$ cat src/sv/wavp_pkg.sv
// Shared types, codes and constants for the WAV header parser.
// Depends on nothing; every other file of the block imports it.
`timescale 1ns / 1ps
`default_nettype none

package wavp_pkg;

  typedef logic [3:0] phase_t;

  localparam phase_t P_IDLE      = 4'd0;
  localparam phase_t P_RIFF_HDR  = 4'd1;
  localparam phase_t P_RIFF_SKIP = 4'd2;
  localparam phase_t P_WAVE      = 4'd3;
  localparam phase_t P_FMT_HDR   = 4'd4;
  localparam phase_t P_FMT_SKIP  = 4'd5;
  localparam phase_t P_TAG       = 4'd6;
  localparam phase_t P_CHAN      = 4'd7;
  localparam phase_t P_RATE      = 4'd8;
  localparam phase_t P_PAD       = 4'd9;
  localparam phase_t P_BITS      = 4'd10;
  localparam phase_t P_DATA_HDR  = 4'd11;
  localparam phase_t P_DATA_SKIP = 4'd12;
  localparam phase_t P_DATA      = 4'd13;

  localparam logic [1:0] KIND_HEADER = 2'd0;
  localparam logic [1:0] KIND_DATA   = 2'd1;
  localparam logic [1:0] KIND_ERROR  = 2'd2;

  localparam logic [2:0] ST_OK        = 3'd0;
  localparam logic [2:0] ST_TRUNC     = 3'd1;
  localparam logic [2:0] ST_BAD_ID    = 3'd2;
  localparam logic [2:0] ST_NOT_PCM   = 3'd3;
  localparam logic [2:0] ST_BAD_SHAPE = 3'd4;

  localparam logic [1:0] FMT_MONO8    = 2'd0;
  localparam logic [1:0] FMT_MONO16   = 2'd1;
  localparam logic [1:0] FMT_STEREO8  = 2'd2;
  localparam logic [1:0] FMT_STEREO16 = 2'd3;

  localparam logic [31:0] ID_RIFF = 32'h4646_4952;
  localparam logic [31:0] ID_WAVE = 32'h4556_4157;
  localparam logic [31:0] ID_FMT  = 32'h2074_6D66;
  localparam logic [31:0] ID_DATA = 32'h6174_6164;
  localparam logic [15:0] TAG_PCM = 16'h0001;
  localparam logic [2:0]  PAD_LAST = 3'd5;

  localparam logic [2:0] CNT_WORD_LAST = 3'd3;
  localparam logic [2:0] CNT_HALF_LAST = 3'd1;
  localparam logic [2:0] CNT_HDR_LAST  = 3'd7;

  localparam logic [15:0] CHAN_MONO   = 16'd1;
  localparam logic [15:0] CHAN_STEREO = 16'd2;
  localparam logic [15:0] BITS_8      = 16'd8;
  localparam logic [15:0] BITS_16     = 16'd16;

  localparam int OUT_TDATA_W = 80;
  localparam int STATUS_LSB  = 0;
  localparam int FMT_LSB     = 3;
  localparam int RATE_LSB    = 5;
  localparam int SIZE_LSB    = 37;
  localparam int SAMPLE_LSB  = 69;
  localparam int PAD_LSB     = 77;

  typedef struct packed {
    phase_t      phase;
    logic [2:0]  field_count;
    logic [31:0] shift_word;
    logic [31:0] skip_left;
    logic [15:0] chan_count;
    logic [31:0] rate_reg;
    logic [15:0] bits_reg;
    logic [1:0]  format_reg;
    logic [31:0] data_left;
  } wavp_state_t;

  typedef struct packed {
    logic [1:0]  kind;
    logic [2:0]  status;
    logic [1:0]  fmt_code;
    logic [31:0] rate;
    logic [31:0] payload_size;
    logic [7:0]  sample_byte;
    logic        end_of_data;
  } wavp_result_t;

endpackage

`default_nettype wire

$ cat src/sv/wav_header_parser_core.sv
// Top level of the WAV header parser: input register, parse state and result buffer.
// Depends on wavp_pkg, wavp_step and wavp_out_buf.
//
// The file arrives one byte per transfer on the in_ channel; in_tuser marks the
// first byte of a file and in_tlast its final byte. The out_ channel carries a
// header report, a data byte or an error report, with the kind on out_tuser and
// the end of the audio data on out_tlast. Bytes of the headers and of skipped
// chunks give no transfer on the out_ channel.
// A byte is held in an input register, runs through the parse logic and lands in
// the result register, or in the skid stage while the result register is still
// full; a result is presented from the result register until out_tready takes it.
// One byte is taken in every cycle while the receiver keeps out_tready high.
// When the receiver stalls, one more result is caught in the skid stage and
// in_tready then falls until the result register drains.
// Synchronous reset returns the parser to idle and empties both buffers; bytes
// are ignored until one marked as first arrives.
`timescale 1ns / 1ps
`default_nettype none

module wav_header_parser_core
  import wavp_pkg::*;
(
  input  wire logic        clk,
  input  wire logic        rst_n,
  input  wire logic        in_tvalid,
  output logic             in_tready,
  input  wire logic [7:0]  in_tdata,   // byte_in[7:0]
  input  wire logic        in_tuser,   // first
  input  wire logic        in_tlast,
  output logic             out_tvalid,
  input  wire logic        out_tready,
  output logic [79:0]      out_tdata,  // status, fmt_code, rate, payload_size, sample_byte, zeros
  output logic [1:0]       out_tuser,  // kind
  output logic             out_tlast
);

  logic         in_valid_r;
  logic [7:0]   in_byte_r;
  logic         in_first_r;
  logic         in_last_r;
  wavp_state_t  st_r;
  wavp_state_t  st_nxt;
  logic         produced;
  wavp_result_t res;
  wavp_result_t dn_res;
  logic         buf_ready;
  logic         step_en;

  assign step_en   = in_valid_r && buf_ready;
  assign in_tready = !in_valid_r || buf_ready;

  always_ff @(posedge clk) begin
    if (!rst_n) begin
      in_valid_r <= 1'b0;
    end else if (in_tready) begin
      in_valid_r <= in_tvalid;
    end
  end

  always_ff @(posedge clk) begin
    if (in_tready) begin
      in_byte_r  <= in_tdata;
      in_first_r <= in_tuser;
      in_last_r  <= in_tlast;
    end
  end

  always_ff @(posedge clk) begin
    if (!rst_n) begin
      st_r <= '0;
    end else if (step_en) begin
      st_r <= st_nxt;
    end
  end

  wavp_step u_step (
    .st       (st_r),
    .byte_in  (in_byte_r),
    .first    (in_first_r),
    .last     (in_last_r),
    .st_nxt   (st_nxt),
    .produced (produced),
    .res      (res)
  );

  wavp_out_buf u_out_buf (
    .clk      (clk),
    .rst_n    (rst_n),
    .up_valid (step_en && produced),
    .up_ready (buf_ready),
    .up_res   (res),
    .dn_valid (out_tvalid),
    .dn_ready (out_tready),
    .dn_res   (dn_res)
  );

  assign out_tdata = {3'b000, dn_res.sample_byte, dn_res.payload_size, dn_res.rate,
                      dn_res.fmt_code, dn_res.status};
  assign out_tuser = dn_res.kind;
  assign out_tlast = dn_res.end_of_data;

endmodule

`default_nettype wire

$ cat src/sv/wavp_step.sv
// Combinational next-state and result logic for one byte of the file.
// Depends on wavp_pkg for the phase codes, identifiers and structs.
`timescale 1ns / 1ps
`default_nettype none

module wavp_step
  import wavp_pkg::*;
(
  input  wire wavp_state_t  st,
  input  wire logic [7:0]   byte_in,
  input  wire logic         first,
  input  wire logic         last,
  output wavp_state_t       st_nxt,
  output logic              produced,
  output wavp_result_t      res
);

  wavp_state_t  cur;
  wavp_state_t  nxt;
  wavp_result_t r;
  logic         prod;
  logic         active;
  logic [2:0]   n;
  logic [31:0]  sh_b;
  logic [31:0]  sk_b;
  logic [31:0]  target;
  logic         hdr_done;
  logic         hdr_match;
  logic [31:0]  dec_skip;
  logic [31:0]  dec_data;
  logic [15:0]  bits_new;
  logic [15:0]  chan_new;
  logic         eod;

  always_comb begin
    cur = st;
    if (first) begin
      cur = '0;
      cur.phase = P_RIFF_HDR;
    end
    active = first || (st.phase != P_IDLE);
    n = cur.field_count;
    sh_b = {byte_in, cur.shift_word[31:8]};
    sk_b = {byte_in, cur.skip_left[31:8]};
    dec_skip = cur.skip_left - 32'd1;
    dec_data = cur.data_left - 32'd1;
    chan_new = {byte_in, cur.chan_count[15:8]};
    bits_new = {byte_in, cur.bits_reg[15:8]};
    eod = (dec_data == 32'd0) || last;
    case (cur.phase)
      P_RIFF_HDR: target = ID_RIFF;
      P_FMT_HDR:  target = ID_FMT;
      default:    target = ID_DATA;
    endcase
    hdr_done = (n == CNT_HDR_LAST);
    hdr_match = hdr_done && (cur.shift_word == target);

    nxt = cur;
    r = '0;
    prod = 1'b0;

    case (cur.phase)
      P_RIFF_HDR, P_FMT_HDR, P_DATA_HDR: begin
        if (!n[2]) begin
          nxt.shift_word = sh_b;
        end else begin
          nxt.skip_left = sk_b;
        end
        nxt.field_count = n + 3'd1;
        if (hdr_match) begin
          case (cur.phase)
            P_RIFF_HDR: nxt.phase = P_WAVE;
            P_FMT_HDR:  nxt.phase = P_TAG;
            default: begin
              nxt.data_left = sk_b;
              r.kind = KIND_HEADER;
              r.status = ST_OK;
              r.fmt_code = cur.format_reg;
              r.rate = cur.rate_reg;
              r.payload_size = sk_b;
              prod = 1'b1;
              nxt.phase = (sk_b != 32'd0) ? P_DATA : P_IDLE;
            end
          endcase
        end else if (hdr_done && (sk_b != 32'd0)) begin
          case (cur.phase)
            P_RIFF_HDR: nxt.phase = P_RIFF_SKIP;
            P_FMT_HDR:  nxt.phase = P_FMT_SKIP;
            default:    nxt.phase = P_DATA_SKIP;
          endcase
        end
      end
      P_RIFF_SKIP, P_FMT_SKIP, P_DATA_SKIP: begin
        nxt.skip_left = dec_skip;
        if (dec_skip == 32'd0) begin
          case (cur.phase)
            P_RIFF_SKIP: nxt.phase = P_RIFF_HDR;
            P_FMT_SKIP:  nxt.phase = P_FMT_HDR;
            default:     nxt.phase = P_DATA_HDR;
          endcase
        end
      end
      P_WAVE: begin
        nxt.shift_word = sh_b;
        nxt.field_count = n + 3'd1;
        if (n == CNT_WORD_LAST) begin
          nxt.field_count = 3'd0;
          if (sh_b == ID_WAVE) begin
            nxt.phase = P_FMT_HDR;
          end else begin
            r.kind = KIND_ERROR;
            r.status = ST_BAD_ID;
            prod = 1'b1;
            nxt.phase = P_IDLE;
          end
        end
      end
      P_TAG: begin
        nxt.shift_word = sh_b;
        nxt.field_count = n + 3'd1;
        if (n == CNT_HALF_LAST) begin
          nxt.field_count = 3'd0;
          if (sh_b[31:16] == TAG_PCM) begin
            nxt.phase = P_CHAN;
          end else begin
            r.kind = KIND_ERROR;
            r.status = ST_NOT_PCM;
            prod = 1'b1;
            nxt.phase = P_IDLE;
          end
        end
      end
      P_CHAN: begin
        nxt.chan_count = chan_new;
        nxt.field_count = n + 3'd1;
        if (n == CNT_HALF_LAST) begin
          nxt.field_count = 3'd0;
          nxt.phase = P_RATE;
        end
      end
      P_RATE: begin
        nxt.rate_reg = {byte_in, cur.rate_reg[31:8]};
        nxt.field_count = n + 3'd1;
        if (n == CNT_WORD_LAST) begin
          nxt.field_count = 3'd0;
          nxt.phase = P_PAD;
        end
      end
      P_PAD: begin
        nxt.field_count = n + 3'd1;
        if (n >= PAD_LAST) begin
          nxt.field_count = 3'd0;
          nxt.phase = P_BITS;
        end
      end
      P_BITS: begin
        nxt.bits_reg = bits_new;
        nxt.field_count = n + 3'd1;
        if (n == CNT_HALF_LAST) begin
          nxt.field_count = 3'd0;
          nxt.phase = P_DATA_HDR;
          if (cur.chan_count == CHAN_MONO && bits_new == BITS_8) begin
            nxt.format_reg = FMT_MONO8;
          end else if (cur.chan_count == CHAN_MONO && bits_new == BITS_16) begin
            nxt.format_reg = FMT_MONO16;
          end else if (cur.chan_count == CHAN_STEREO && bits_new == BITS_8) begin
            nxt.format_reg = FMT_STEREO8;
          end else if (cur.chan_count == CHAN_STEREO && bits_new == BITS_16) begin
            nxt.format_reg = FMT_STEREO16;
          end else begin
            r.kind = KIND_ERROR;
            r.status = ST_BAD_SHAPE;
            prod = 1'b1;
            nxt.phase = P_IDLE;
          end
        end
      end
      P_DATA: begin
        nxt.data_left = dec_data;
        r.kind = KIND_DATA;
        r.sample_byte = byte_in;
        r.end_of_data = eod;
        prod = 1'b1;
        if (eod) begin
          nxt.phase = P_IDLE;
        end
      end
      default: begin
        nxt.phase = P_IDLE;
      end
    endcase

    if (last) begin
      if (!prod && nxt.phase != P_IDLE) begin
        r = '0;
        r.kind = KIND_ERROR;
        r.status = ST_TRUNC;
        prod = 1'b1;
      end
      nxt.phase = P_IDLE;
    end

    if (!active) begin
      nxt = st;
      prod = 1'b0;
    end
    st_nxt = nxt;
    produced = prod;
    res = r;
  end

endmodule

`default_nettype wire

$ cat src/sv/wavp_out_buf.sv
// Result register with a skid stage so the parser keeps taking bytes while a result waits.
// Depends on wavp_pkg for the result struct.
`timescale 1ns / 1ps
`default_nettype none

module wavp_out_buf
  import wavp_pkg::*;
(
  input  wire logic         clk,
  input  wire logic         rst_n,
  input  wire logic         up_valid,
  output logic              up_ready,
  input  wire wavp_result_t up_res,
  output logic              dn_valid,
  input  wire logic         dn_ready,
  output wavp_result_t      dn_res
);

  logic         main_valid_r;
  logic         skid_valid_r;
  wavp_result_t main_r;
  wavp_result_t skid_r;
  logic         main_free;

  assign up_ready  = !skid_valid_r;
  assign main_free = !main_valid_r || dn_ready;
  assign dn_valid  = main_valid_r;
  assign dn_res    = main_r;

  always_ff @(posedge clk) begin
    if (!rst_n) begin
      main_valid_r <= 1'b0;
      skid_valid_r <= 1'b0;
    end else if (main_free) begin
      if (skid_valid_r) begin
        main_valid_r <= 1'b1;
        skid_valid_r <= 1'b0;
      end else begin
        main_valid_r <= up_valid;
      end
    end else if (up_valid && !skid_valid_r) begin
      skid_valid_r <= 1'b1;
    end
  end

  always_ff @(posedge clk) begin
    if (main_free) begin
      if (skid_valid_r) begin
        main_r <= skid_r;
      end else if (up_valid) begin
        main_r <= up_res;
      end
    end else if (up_valid && !skid_valid_r) begin
      skid_r <= up_res;
    end
  end

endmodule

`default_nettype wire

$ cat config.mk
export PLATFORM = sky130hd
export DESIGN_NAME = wav_header_parser_core
export DESIGN_NICKNAME = d
export VERILOG_FILES = /design/src/sv/wavp_pkg.sv /design/src/sv/wav_header_parser_core.sv /design/src/sv/wavp_step.sv /design/src/sv/wavp_out_buf.sv
export SDC_FILE = /design/constraint.sdc
export NUM_CORES = 1
export LEC_CHECK = 0
export BUFFER_PORTS_ARGS = -buffer_cell sky130_fd_sc_hd__buf_2
export CORE_MARGIN = 2
export CORE_UTILIZATION = 62
export CTS_CLUSTER_DIAMETER = 60
export DETAILED_ROUTE_END_ITERATION = 10
export PLACE_DENSITY = 0.82
export RECOVER_POWER = 25
export SLEW_MARGIN = 5
export SYNTH_ARGS = -nofsm -noshare
export SYNTH_HDL_FRONTEND = slang
export SYNTH_SLANG_ARGS = --single-unit
$ cat constraint.sdc
create_clock -name clk -period 12.2 [get_ports clk]
set_input_delay 0.61 -clock clk [delete_from_list [all_inputs] [get_ports clk]]
set_output_delay 0.61 -clock clk [all_outputs]
set_load 0.03 [all_outputs]
==> flow_metrics.env, run 1 <==
export IMPL_status="complete, but fails checks"
export IMPL_violations="capacitance limit, slew limit"
export IMPL_slew_viol_final=208
export IMPL_cts_hold_buf=0
export IMPL_cts_root_buf="clkbuf_16"
export IMPL_tightest_slew_ns=4.54
export IMPL_route_detailed_drc=0
export IMPL_port_buffers=95
export IMPL_fp_dieH_um=171
export IMPL_cp_required_ns=12.37
export IMPL_slew_headroom_pct=-203
export IMPL_switching_power_w=0.000603
export IMPL_dr_pass1_iters=5
export IMPL_synthMuxAreaShare_pct=6.29
export IMPL_syn_inst=1821
export IMPL_postSynthAreaPerCell_um2=9.54
export IMPL_rsz0062_at_grt="no"
export IMPL_grt_max_degree=89
export IMPL_hold_depth=1
export IMPL_fin_nets=1830
export IMPL_post_dp_hpwl_um=31800
export IMPL_max_freq_mhz=118
export IMPL_skew_ns=0.0199
export IMPL_clk_pin_slew_ns=0.06
export IMPL_ir_drop_v=0.000101
export IMPL_rr_startpoint="in_first_r$_DFFE_PP_"
export IMPL_p_int_w=0.00189
export IMPL_critPathKind="reg -> reg"
export IMPL_worstPathArrival_ns=8.66
export IMPL_synth_ff_type="edfxtp_1"
export IMPL_cts_resized_gates=0
export IMPL_seq_power_share_pct=48.2
export IMPL_holdWs_ns=0.240
export IMPL_r2r_cells=15
export IMPL_synth_distinct_cells=90
export IMPL_min_period_ns=8.49
export IMPL_ys_ff_latch=334
export IMPL_coreArea_um2=27700
export IMPL_cts_max_path_buffers=3
export IMPL_initial_core_util_pct=62.7
export IMPL_drt_iter0_drc=1318
export IMPL_async_flop_share_pct=0
export IMPL_num_vias=14500
export IMPL_row_count=61
export IMPL_p_clk_share_pct=44.9
export IMPL_drive_gt1_share_pct=11.5
export IMPL_cp_max_fo=73
export IMPL_post_cts_buffers=0
export IMPL_r2r_setup_slack_ns=3.71
export IMPL_fillers=2143
export IMPL_worstHoldStart="in_tlast"
export IMPL_synthXorXnorAreaFrac_pct=1.71
export IMPL_synth_area_um2=17400
export IMPL_leakage_nw=6.44
export IMPL_swShare_pct=24.2
export IMPL_synth_top_family_by_area="simple AND/OR/NAND/NOR gates"
export IMPL_seq_area_um2=8390
export IMPL_grt_antenna_before_repair=1
export IMPL_die_area_um2=29400
export IMPL_clock_latency_ns=0.54
export IMPL_clkSinkCount=334
export IMPL_pin_count=99
export IMPL_rr_endpoint="u_out_buf.skid_r[15]$_DFFE_PP_"
export IMPL_endpoint_kind="flop"
export IMPL_finalCritPeriodShare_pct=69.5
export IMPL_dieWidth_um=171
export IMPL_overflow=0
export IMPL_final_setup_viol_count=0
export IMPL_grt_pass1_wl_um=76700
export IMPL_n_antenna_cell=0
export IMPL_grt_pass1_vias=13500
export IMPL_finalSetupTns_ns=0
export IMPL_cts_tree="built"
export IMPL_multi_input_area_um2=8250
export IMPL_cellPowerDensity_nw_per_um2=131
export IMPL_gp_congestion=0.983
export IMPL_power_frac_comb_pct=6.9
export IMPL_cp_start_kind="flop"
export IMPL_yosys_area_share_simple_pct=21.4
export IMPL_wl_per_cell_um=22.4
export IMPL_detail_route_wirelength_um=49500
export IMPL_htreeDepth=2
export IMPL_track_usage_pct=33.5
export IMPL_hold_viol=0
export IMPL_area_growth_syn_to_layout_pct=9.11
export IMPL_synthAdderAreaFrac_pct=0.649
export IMPL_synth_edff_count=170
export IMPL_yosysSeqAreaShare_pct=48.3
export IMPL_min_to="in_last_r$_DFFE_PP_"
export IMPL_drv_cap=4
export IMPL_via_per_inst=6.54
export IMPL_synth_compound_area_share_pct=17.2
export IMPL_cts_buffers=37
export IMPL_yosysWarnings=0
export IMPL_hold_class="in -> reg"
export IMPL_postRouteAntennaNets=0
-- final cells by class --
class | instances | share of cell area [%]
sequential | 334 | 44.3
multi-input combinational | 1292 | 43.5
clock buffer | 48 | 5.48
timing repair buffer | 114 | 2.62
tap | 378 | 2.50
clock inverter | 20 | 1.03
inverter | 28 | 0.568
-- kinds of logic after synthesis --
group / Yosys count
flip-flops: 334
adder cells (fa/ha/maj): 9
multiplexers: 99
AND/OR/NAND/NOR: 703
buffers and inverters: 197
XOR/XNOR: 34
other: 1
AO/OA/AOI/OAI: 444
-- critical path, stage by stage (launching register included) --
cell,delay [ns]
edfxtp_1,0.33
clkbuf_1,1.40
clkbuf_1,1.84
nor2b_1,0.41
inv_1,0.16
ha_1,0.62
o21ai_0,0.39
o31ai_1,0.60
xnor2_1,0.20
nor4b_1,0.32
nand4_1,0.25
a211oi_1,0.37
o211ai_2,0.20
o31ai_4,0.35
a211oi_4,0.16
buf_4,0.44
-- synthesized netlist by cell type, drive strengths merged (22+ instances only) --
master,number,area (µm²)
and2,83,522
nor3,40,200
clkbuf,140,526
nor2,231,867
xnor2,22,193
edfxtp,170,5100
inv,28,105
dfxtp,164,3280
a21oi,106,531
a22oi,107,803
o21ai,84,424
buf,29,144
mux2,81,912
nand3,49,250
nand2,101,379
nor4,56,435
-- flip-flops by register name, indices dropped and copies added, names as in the netlist --
register	cells
in_byte_r	8
in_first_r	1
in_last_r	1
in_valid_r	1
st_r	161
u_out_buf.dn_res	80
u_out_buf.dn_valid	1
u_out_buf.skid_r	80
u_out_buf.skid_valid_r	1
-- through the flow --
stage | instance area, µm² | total power [W] | cells | util [%] | setup slack [ns]
floorplan | 17400 | 0.00134 | 1823 | - | 1.05
global placement | 17800 | 0.00139 | 2146 | 64.4 | 6.09
detailed placement | 17800 | 0.00139 | 2146 | 64.4 | 5.92
CTS | 19100 | 0.00250 | 2214 | 68.9 | 5.89
global route | 18900 | 0.00255 | 2214 | 68.4 | 3.20
finish | 18900 | 0.00249 | 2214 | 68.4 | 3.71
-- how the worst max path moves through the flow --
stage	slack, ns	from	cells past startpoint	endpoint
finish	3.71	in_first_r$_DFFE_PP_	15	u_out_buf.skid_r[15]$_DFFE_PP_
global route	3.20	in_first_r$_DFFE_PP_	15	u_out_buf.skid_r[17]$_DFFE_PP_
floorplan	1.05	in_first_r$_DFFE_PP_	22	u_out_buf.skid_r[0]$_DFFE_PP_
CTS	5.89	in_first_r$_DFFE_PP_	15	u_out_buf.skid_r[28]$_DFFE_PP_
global placement	6.09	in_first_r$_DFFE_PP_	15	u_out_buf.skid_r[12]$_DFFE_PP_
detailed placement	5.92	in_first_r$_DFFE_PP_	15	u_out_buf.skid_r[59]$_DFFE_PP_
-- power groups by stage --
| stage | registers [W] | logic [W] | clock network (W) |
|---|---|---|---|
| after floorplan | 0.00121 | 0.000128 | 0 |
| after global placement | 0.00122 | 0.000168 | 0 |
| after detailed placement | 0.00122 | 0.000169 | 0 |
| after CTS | 0.00120 | 0.000169 | 0.00113 |
| after global routing | 0.00120 | 0.000185 | 0.00117 |
| final | 0.00120 | 0.000172 | 0.00112 |
-- layer usage --
| layer | global-route usage, % | part of all wire (%) | up-vias |
|---|---|---|---|
| li1 | - | - | 6693 |
| met1 | 47.1 | 43 | 6988 |
| met2 | 52.0 | 45 | 658 |
| met3 | 5.32 | 8.0 | 131 |
| met4 | 13.6 | 3.3 | 0 |
| met5 | 0 | 0 | - |
-- layout by cell type, fill, tap and decap left out, drive strengths merged, types with 9 or more instances in the layout --
master / n
o31ai: 11
inv: 32
nor3: 40
o211ai: 9
a211oi: 13
mux2i: 18
nand2: 101
nand4b: 10
edfxtp: 170
a221oi: 10
xor2: 12
nor2b: 19
mux2: 81
a21oi: 106
buf: 27
clkbuf: 135
and2: 83
and3: 9
a22oi: 107
o21ai: 84
or3: 14
a31oi: 20
ha: 9
nand4: 13
xnor2: 22
or2: 10
nand3: 49
nor2: 231
o21a: 16
nor4: 56
dfxtp: 164
clkinv: 14
or4: 13
nand2b: 18
Note: power is estimated with default switching activity, not from simulation.
==> run 2, diff against run 1 <==
Clock period 12.2 ns to 8.2 ns, I/O delays scaled along.
==> flow_metrics.env, run 2 (synthesis gave the netlist of run 1 again) <==
export IMPL_worstHoldStart="in_tlast"
export IMPL_finalSetupTns_ns=0
export IMPL_grt_max_degree=81
export IMPL_cts_resized_gates=0
export IMPL_num_vias=14700
export IMPL_min_period_ns=6.32
export IMPL_fillers=2145
export IMPL_worstPathArrival_ns=6.52
export IMPL_design_area_um2=18900
export IMPL_port_buffers=95
export IMPL_overflow=0
export IMPL_critPathMaxStageDelay_ns=0.90
export IMPL_ir_drop_v=0.000166
export IMPL_grt_pass1_wl_um=77500
export IMPL_dieWidth_um=171
export IMPL_finalCritPeriodShare_pct=77.0
export IMPL_cts_tree="built"
export IMPL_tightest_slew_ns=2.31
export IMPL_largest_register_ffs=161
export IMPL_hold_viol=0
export IMPL_cp_top_family="compound AO/OA/AOI/OAI gates"
export IMPL_drive_gt1_share_pct=11.3
export IMPL_track_usage_pct=33.8
export IMPL_cts_buffers=37
export IMPL_status="complete, but fails checks"
export IMPL_cp_required_ns=8.40
export IMPL_via_per_inst=6.63
export IMPL_slew_viol_final=157
export IMPL_cts_hold_buf=0
export IMPL_final_cell_mix="nor2_1 (229), edfxtp_1 (170), dfxtp_1 (164)"
export IMPL_crit_chain="inv_1 -> buf_4 -> o21a_1 -> mux2i_1 -> a21boi_0 -> nand4_1 -> nor3_2 -> buf_4 -> or3_1 -> inv_1 -> a211oi_4 -> buf_12"
export IMPL_row_count=61
export IMPL_drv_cap=4
export IMPL_violations="capacitance limit, slew limit"
export IMPL_cp_start_kind="flop"
export IMPL_dr_pass1_iters=6
export IMPL_cellPowerDensity_nw_per_um2=193
export IMPL_post_dp_cell_area_um2=17900
export IMPL_slowest_stage="a211oi_4"
export IMPL_rr_endpoint="u_out_buf.skid_r[21]$_DFFE_PP_"
export IMPL_post_dp_hpwl_um=32500
export IMPL_initial_core_util_pct=62.7
export IMPL_route_detailed_drc=0
export IMPL_rr_startpoint="in_first_r$_DFFE_PP_"
export IMPL_leakage_nw=6.41
export IMPL_clkSinkCount=334
export IMPL_htreeDepth=2
export IMPL_fp_dieH_um=171
export IMPL_fin_nets=1830
export IMPL_hold_depth=1
export IMPL_rsz0062_at_grt="no"
export IMPL_grt_antenna_before_repair=0
export IMPL_largest_register="st_r"
export IMPL_critPathKind="reg -> reg"
export IMPL_cts_root_buf="clkbuf_16"
export IMPL_grt_pass1_vias=13600
export IMPL_cts_max_path_buffers=3
export IMPL_die_area_um2=29400
export IMPL_postRouteAntennaNets=0
export IMPL_final_common_cell="nor2_1"
export IMPL_r2r_cells=12
export IMPL_n_antenna_cell=0
export IMPL_gp_congestion=0.995
export IMPL_clock_latency_ns=0.54
export IMPL_r2r_setup_slack_ns=1.88
export IMPL_skew_ns=0.0266
export IMPL_slew_headroom_pct=-54.0
export IMPL_area_growth_syn_to_layout_pct=8.97
export IMPL_hold_class="in -> reg"
export IMPL_pin_count=99
export IMPL_endpoint_kind="flop"
export IMPL_wl_per_cell_um=22.6
export IMPL_power_w=0.00366
export IMPL_final_setup_viol_count=0
export IMPL_coreArea_um2=27700
export IMPL_max_freq_mhz=158
export IMPL_holdWs_ns=0.0488
export IMPL_detail_route_wirelength_um=49900
export IMPL_path_buf_inv=5
export IMPL_min_to="in_last_r$_DFFE_PP_"
export IMPL_drt_iter0_drc=1683
export IMPL_cp_max_fo=65
export IMPL_clk_pin_slew_ns=0.06
export IMPL_post_cts_buffers=0
==> run 2: cell count changes in the layout (fill, tap and decap cells not counted), moves of 2 or more <==
cell	change
and2_0	+8
inv_8	+2
and2_1	-8
clkinv_2	-3
clkbuf_8	-2
clkbuf_1	+4
==> run 2: final cells by class <==
cell class / count / area, µm² / area share [%]
Multi-Input combinational cell: 1292 / 8260 / 43.6
Clock buffer: 52 / 1030 / 5.46
Clock inverter: 15 / 145 / 0.767
Sequential cell: 334 / 8390 / 44.3
Tap cell: 378 / 473 / 2.50
Inverter: 28 / 108 / 0.569
Timing Repair Buffer: 114 / 517 / 2.73
==> run 2: worst register-to-register path, delay by kind of cell (launching register included) <==
family,cells,cell delay [ns]
AOI/OAI and AO/OA,3,1.85
buffers and inverters,5,1.72
and+or+nand+nor,3,1.38
DFF,1,0.71
muxes,1,0.30
==> run 2: worst max-delay path by stage <==
stage | startpoint | endpoint | slack (ns) | cells after the start
after detailed placement | in_first_r$_DFFE_PP_ | u_out_buf.skid_r[15]$_DFFE_PP_ | 2.04 | 12
after global placement | in_first_r$_DFFE_PP_ | u_out_buf.skid_r[10]$_DFFE_PP_ | 2.34 | 12
final | in_first_r$_DFFE_PP_ | u_out_buf.skid_r[21]$_DFFE_PP_ | 1.88 | 12
after floorplan | in_first_r$_DFFE_PP_ | u_out_buf.dn_res[0]$_DFFE_PP_ | 0.81 | 22
after CTS | in_first_r$_DFFE_PP_ | u_out_buf.skid_r[21]$_DFFE_PP_ | 2.04 | 12
after global routing | in_first_r$_DFFE_PP_ | u_out_buf.skid_r[21]$_DFFE_PP_ | 1.47 | 12
==> run 2: stage by stage <==
stage	setup slack [ns]	cells	utilization, %
after global placement	2.34	2146	64.5
after global routing	1.47	2213	68.3
after floorplan	0.808	1823	-
after CTS	2.04	2213	68.7
final	1.88	2213	68.3
after detailed placement	2.04	2146	64.5
==> run 2: where the power goes <==
part / internal [W] / switching (W) / total [W] / leakage [nW]
registers: 0.00175 / 0.0000345 / 0.00179 / 2.69
logic: 0.0000823 / 0.000170 / 0.000253 / 3.15
clock network: 0.000926 / 0.000692 / 0.00162 / 0.575
==> run 2: layer usage <==
metal | global-route usage (%) | vias to the layer above | routed length, µm
li1 | - | 6685 | -
met1 | 46.5 | 7078 | 20800
met2 | 53.8 | 774 | 23000
met3 | 5.94 | 132 | 4370
met4 | 12.4 | 0 | 1670
met5 | 0 | - | 0
==> run 3, diff against run 2 <==
Settings changed: CORE_UTILIZATION 62 to 56, PLACE_DENSITY 0.82 to 0.78.
Clock period 8.2 ns to 5.8 ns, I/O delays scaled along.
==> flow_metrics.env, run 3 (synthesis gave the netlist of run 1 again) <==
export IMPL_num_vias=14700
export IMPL_fp_dieH_um=180
export IMPL_seq_power_share_pct=47.9
export IMPL_via_per_inst=6.51
export IMPL_port_buffers=95
export IMPL_cp_start_kind="flop"
export IMPL_coreArea_um2=30600
export IMPL_track_usage_pct=29.5
export IMPL_drive_gt1_share_pct=12.3
export IMPL_area_growth_syn_to_layout_pct=11.0
export IMPL_grt_max_degree=86
export IMPL_clock_latency_ns=0.54
export IMPL_post_cts_buffers=0
export IMPL_pin_count=99
export IMPL_fillers=2504
export IMPL_hold_class="in -> reg"
export IMPL_initial_core_util_pct=56.8
export IMPL_min_period_ns=5.46
export IMPL_n_antenna_cell=0
export IMPL_rr_startpoint="in_first_r$_DFFE_PP_"
export IMPL_cp_required_ns=5.96
export IMPL_max_freq_mhz=183
export IMPL_critPathKind="reg -> reg"
export IMPL_die_area_um2=32400
export IMPL_status="complete, but fails checks"
export IMPL_slew_headroom_pct=-149
export IMPL_worstHoldStart="out_tready"
export IMPL_cp_top_family="simple AND/OR/NAND/NOR gates"
export IMPL_rsz0062_at_grt="no"
export IMPL_final_cell_mix="nor2_1 (229), edfxtp_1 (170), dfxtp_1 (164)"
export IMPL_crit_chain="inv_1 -> nand2_1 -> ha_1 -> o21ai_1 -> nor3_1 -> xnor2_1 -> nand3_1 -> nor4_2 -> a41oi_1 -> o211ai_2 -> o311ai_4 -> a21boi_4 -> buf_4"
export IMPL_cts_root_buf="clkbuf_16"
export IMPL_ir_drop_v=0.000195
export IMPL_power_frac_comb_pct=7.2
export IMPL_grt_pass1_vias=13600
export IMPL_wl_met1_um=21000
export IMPL_route_detailed_drc=0
export IMPL_clk_pin_slew_ns=0.06
export IMPL_highest_layer="met4"
export IMPL_grt_pass1_wl_um=77900
export IMPL_seq_area_um2=8390
export IMPL_p_clk_share_pct=45.0
export IMPL_startpoint="in_first_r$_DFFE_PP_"
export IMPL_detail_route_wirelength_um=49500
export IMPL_critPathMaxStageDelay_ns=0.78
export IMPL_largest_register="st_r"
export IMPL_slowest_stage="buf_4"
export IMPL_drt_iter0_drc=2157
export IMPL_fin_nets=1856
export IMPL_htreeDepth=2
export IMPL_wl_per_cell_um=21.9
export IMPL_final_common_cell="nor2_1"
export IMPL_largest_register_ffs=161
export IMPL_dp_cells=2178
export IMPL_drv_cap=4
export IMPL_leakage_nw=6.57
export IMPL_cts_max_path_buffers=3
export IMPL_endpoint_kind="flop"
export IMPL_switching_power_w=0.00128
export IMPL_met3_length_um=4660
export IMPL_slew_viol_final=213
export IMPL_dr_pass1_iters=6
export IMPL_dieWidth_um=180
export IMPL_postRouteAntennaNets=0
export IMPL_gp_congestion=0.987
export IMPL_cts_buffers=38
export IMPL_violations="capacitance limit, slew limit"
export IMPL_hold_viol=0
export IMPL_p_int_w=0.00398
export IMPL_fin_cells=2259
export IMPL_clkSinkCount=334
export IMPL_wl_met2_um=22700
export IMPL_overflow=0
export IMPL_finalCritPeriodShare_pct=94.1
export IMPL_multi_input_area_um2=8290
export IMPL_cts_tree="built"
export IMPL_holdWs_ns=0.248
export IMPL_row_count=64
export IMPL_worstPathArrival_ns=5.62
export IMPL_cellPowerDensity_nw_per_um2=273
export IMPL_path_buf_inv=2
export IMPL_swShare_pct=24.3
export IMPL_post_dp_hpwl_um=32400
export IMPL_final_setup_viol_count=0
export IMPL_cp_max_fo=80
export IMPL_tightest_slew_ns=3.74
export IMPL_grt_antenna_before_repair=0
export IMPL_skew_ns=0.0191
run 3: path summary, 6_finish.rpt:
check / slack, ns / to / cells after the start
setup / recovery: 0.34 / u_out_buf.dn_res[21]$_DFFE_PP_ / 13
hold / removal: 0.25 / u_out_buf.skid_valid_r$_SDFFE_PP0P_ / 3
setup reg to reg: 0.34 / u_out_buf.dn_res[21]$_DFFE_PP_ / 13
hold reg to reg: 0.48 / st_r[32]$_SDFFE_PN0P_ / 2
run 3: metal layers:
| layer | up-vias | GRT usage, % |
|---|---|---|
| met5 | - | 0 |
| met4 | 0 | 7.87 |
| met3 | 98 | 4.81 |
| met2 | 772 | 46.3 |
| met1 | 7095 | 42.7 |
| li1 | 6746 | - |
run 3: per-stage QoR:
stage          area [µm²]  total power, W  setup slack (ns)  utilization (%)  TNS [ns]
2_1_floorplan       17500         0.00283            -0.564                -    -45.11
3_3_place_gp        18000         0.00293             0.815             58.9         0
3_5_place_dp        18000         0.00293             0.523             58.9         0
4_1_cts             19400         0.00527             0.505             63.4         0
5_1_grt             19300         0.00542            0.0674             63.0         0
6_report            19300         0.00526             0.340             63.0         0
run 3: power by group through the flow:
stage	combinational [W]	clock, W	sequential (W)
floorplan	0.000277	0	0.00255
global placement	0.000362	0	0.00256
detailed placement	0.000363	0	0.00257
CTS	0.000371	0.00239	0.00251
global route	0.000404	0.00250	0.00252
finish	0.000377	0.00237	0.00252
run 3: area by class of cell:
cell class	instances	share of cell area, %
clock buffers	55	5.86
clock inverters	15	0.740
inverters	28	0.545
multi-input cells	1292	43.0
flip-flops and latches	334	43.5
well taps	396	2.57
repair buffers	139	3.73
run 3: repair_timing:
| action | CTS | global route |
|---|---|---|
| hold endpoints to repair | 11 | 0 |
| hold buffers | 11 | 0 |
| resized for setup | 0 | 0 |
| setup endpoints to repair | 0 | 0 |
run 3: worst register-to-register path: stages (launching register included):
cell and delay, ns:
edfxtp_1 0.62, inv_1 0.35, nand2_1 0.21, ha_1 0.59
o21ai_1 0.46, nor3_1 0.47, xnor2_1 0.17, nand3_1 0.11
nor4_2 0.50, a41oi_1 0.26, o211ai_2 0.21, o311ai_4 0.15
a21boi_4 0.17, buf_4 0.78
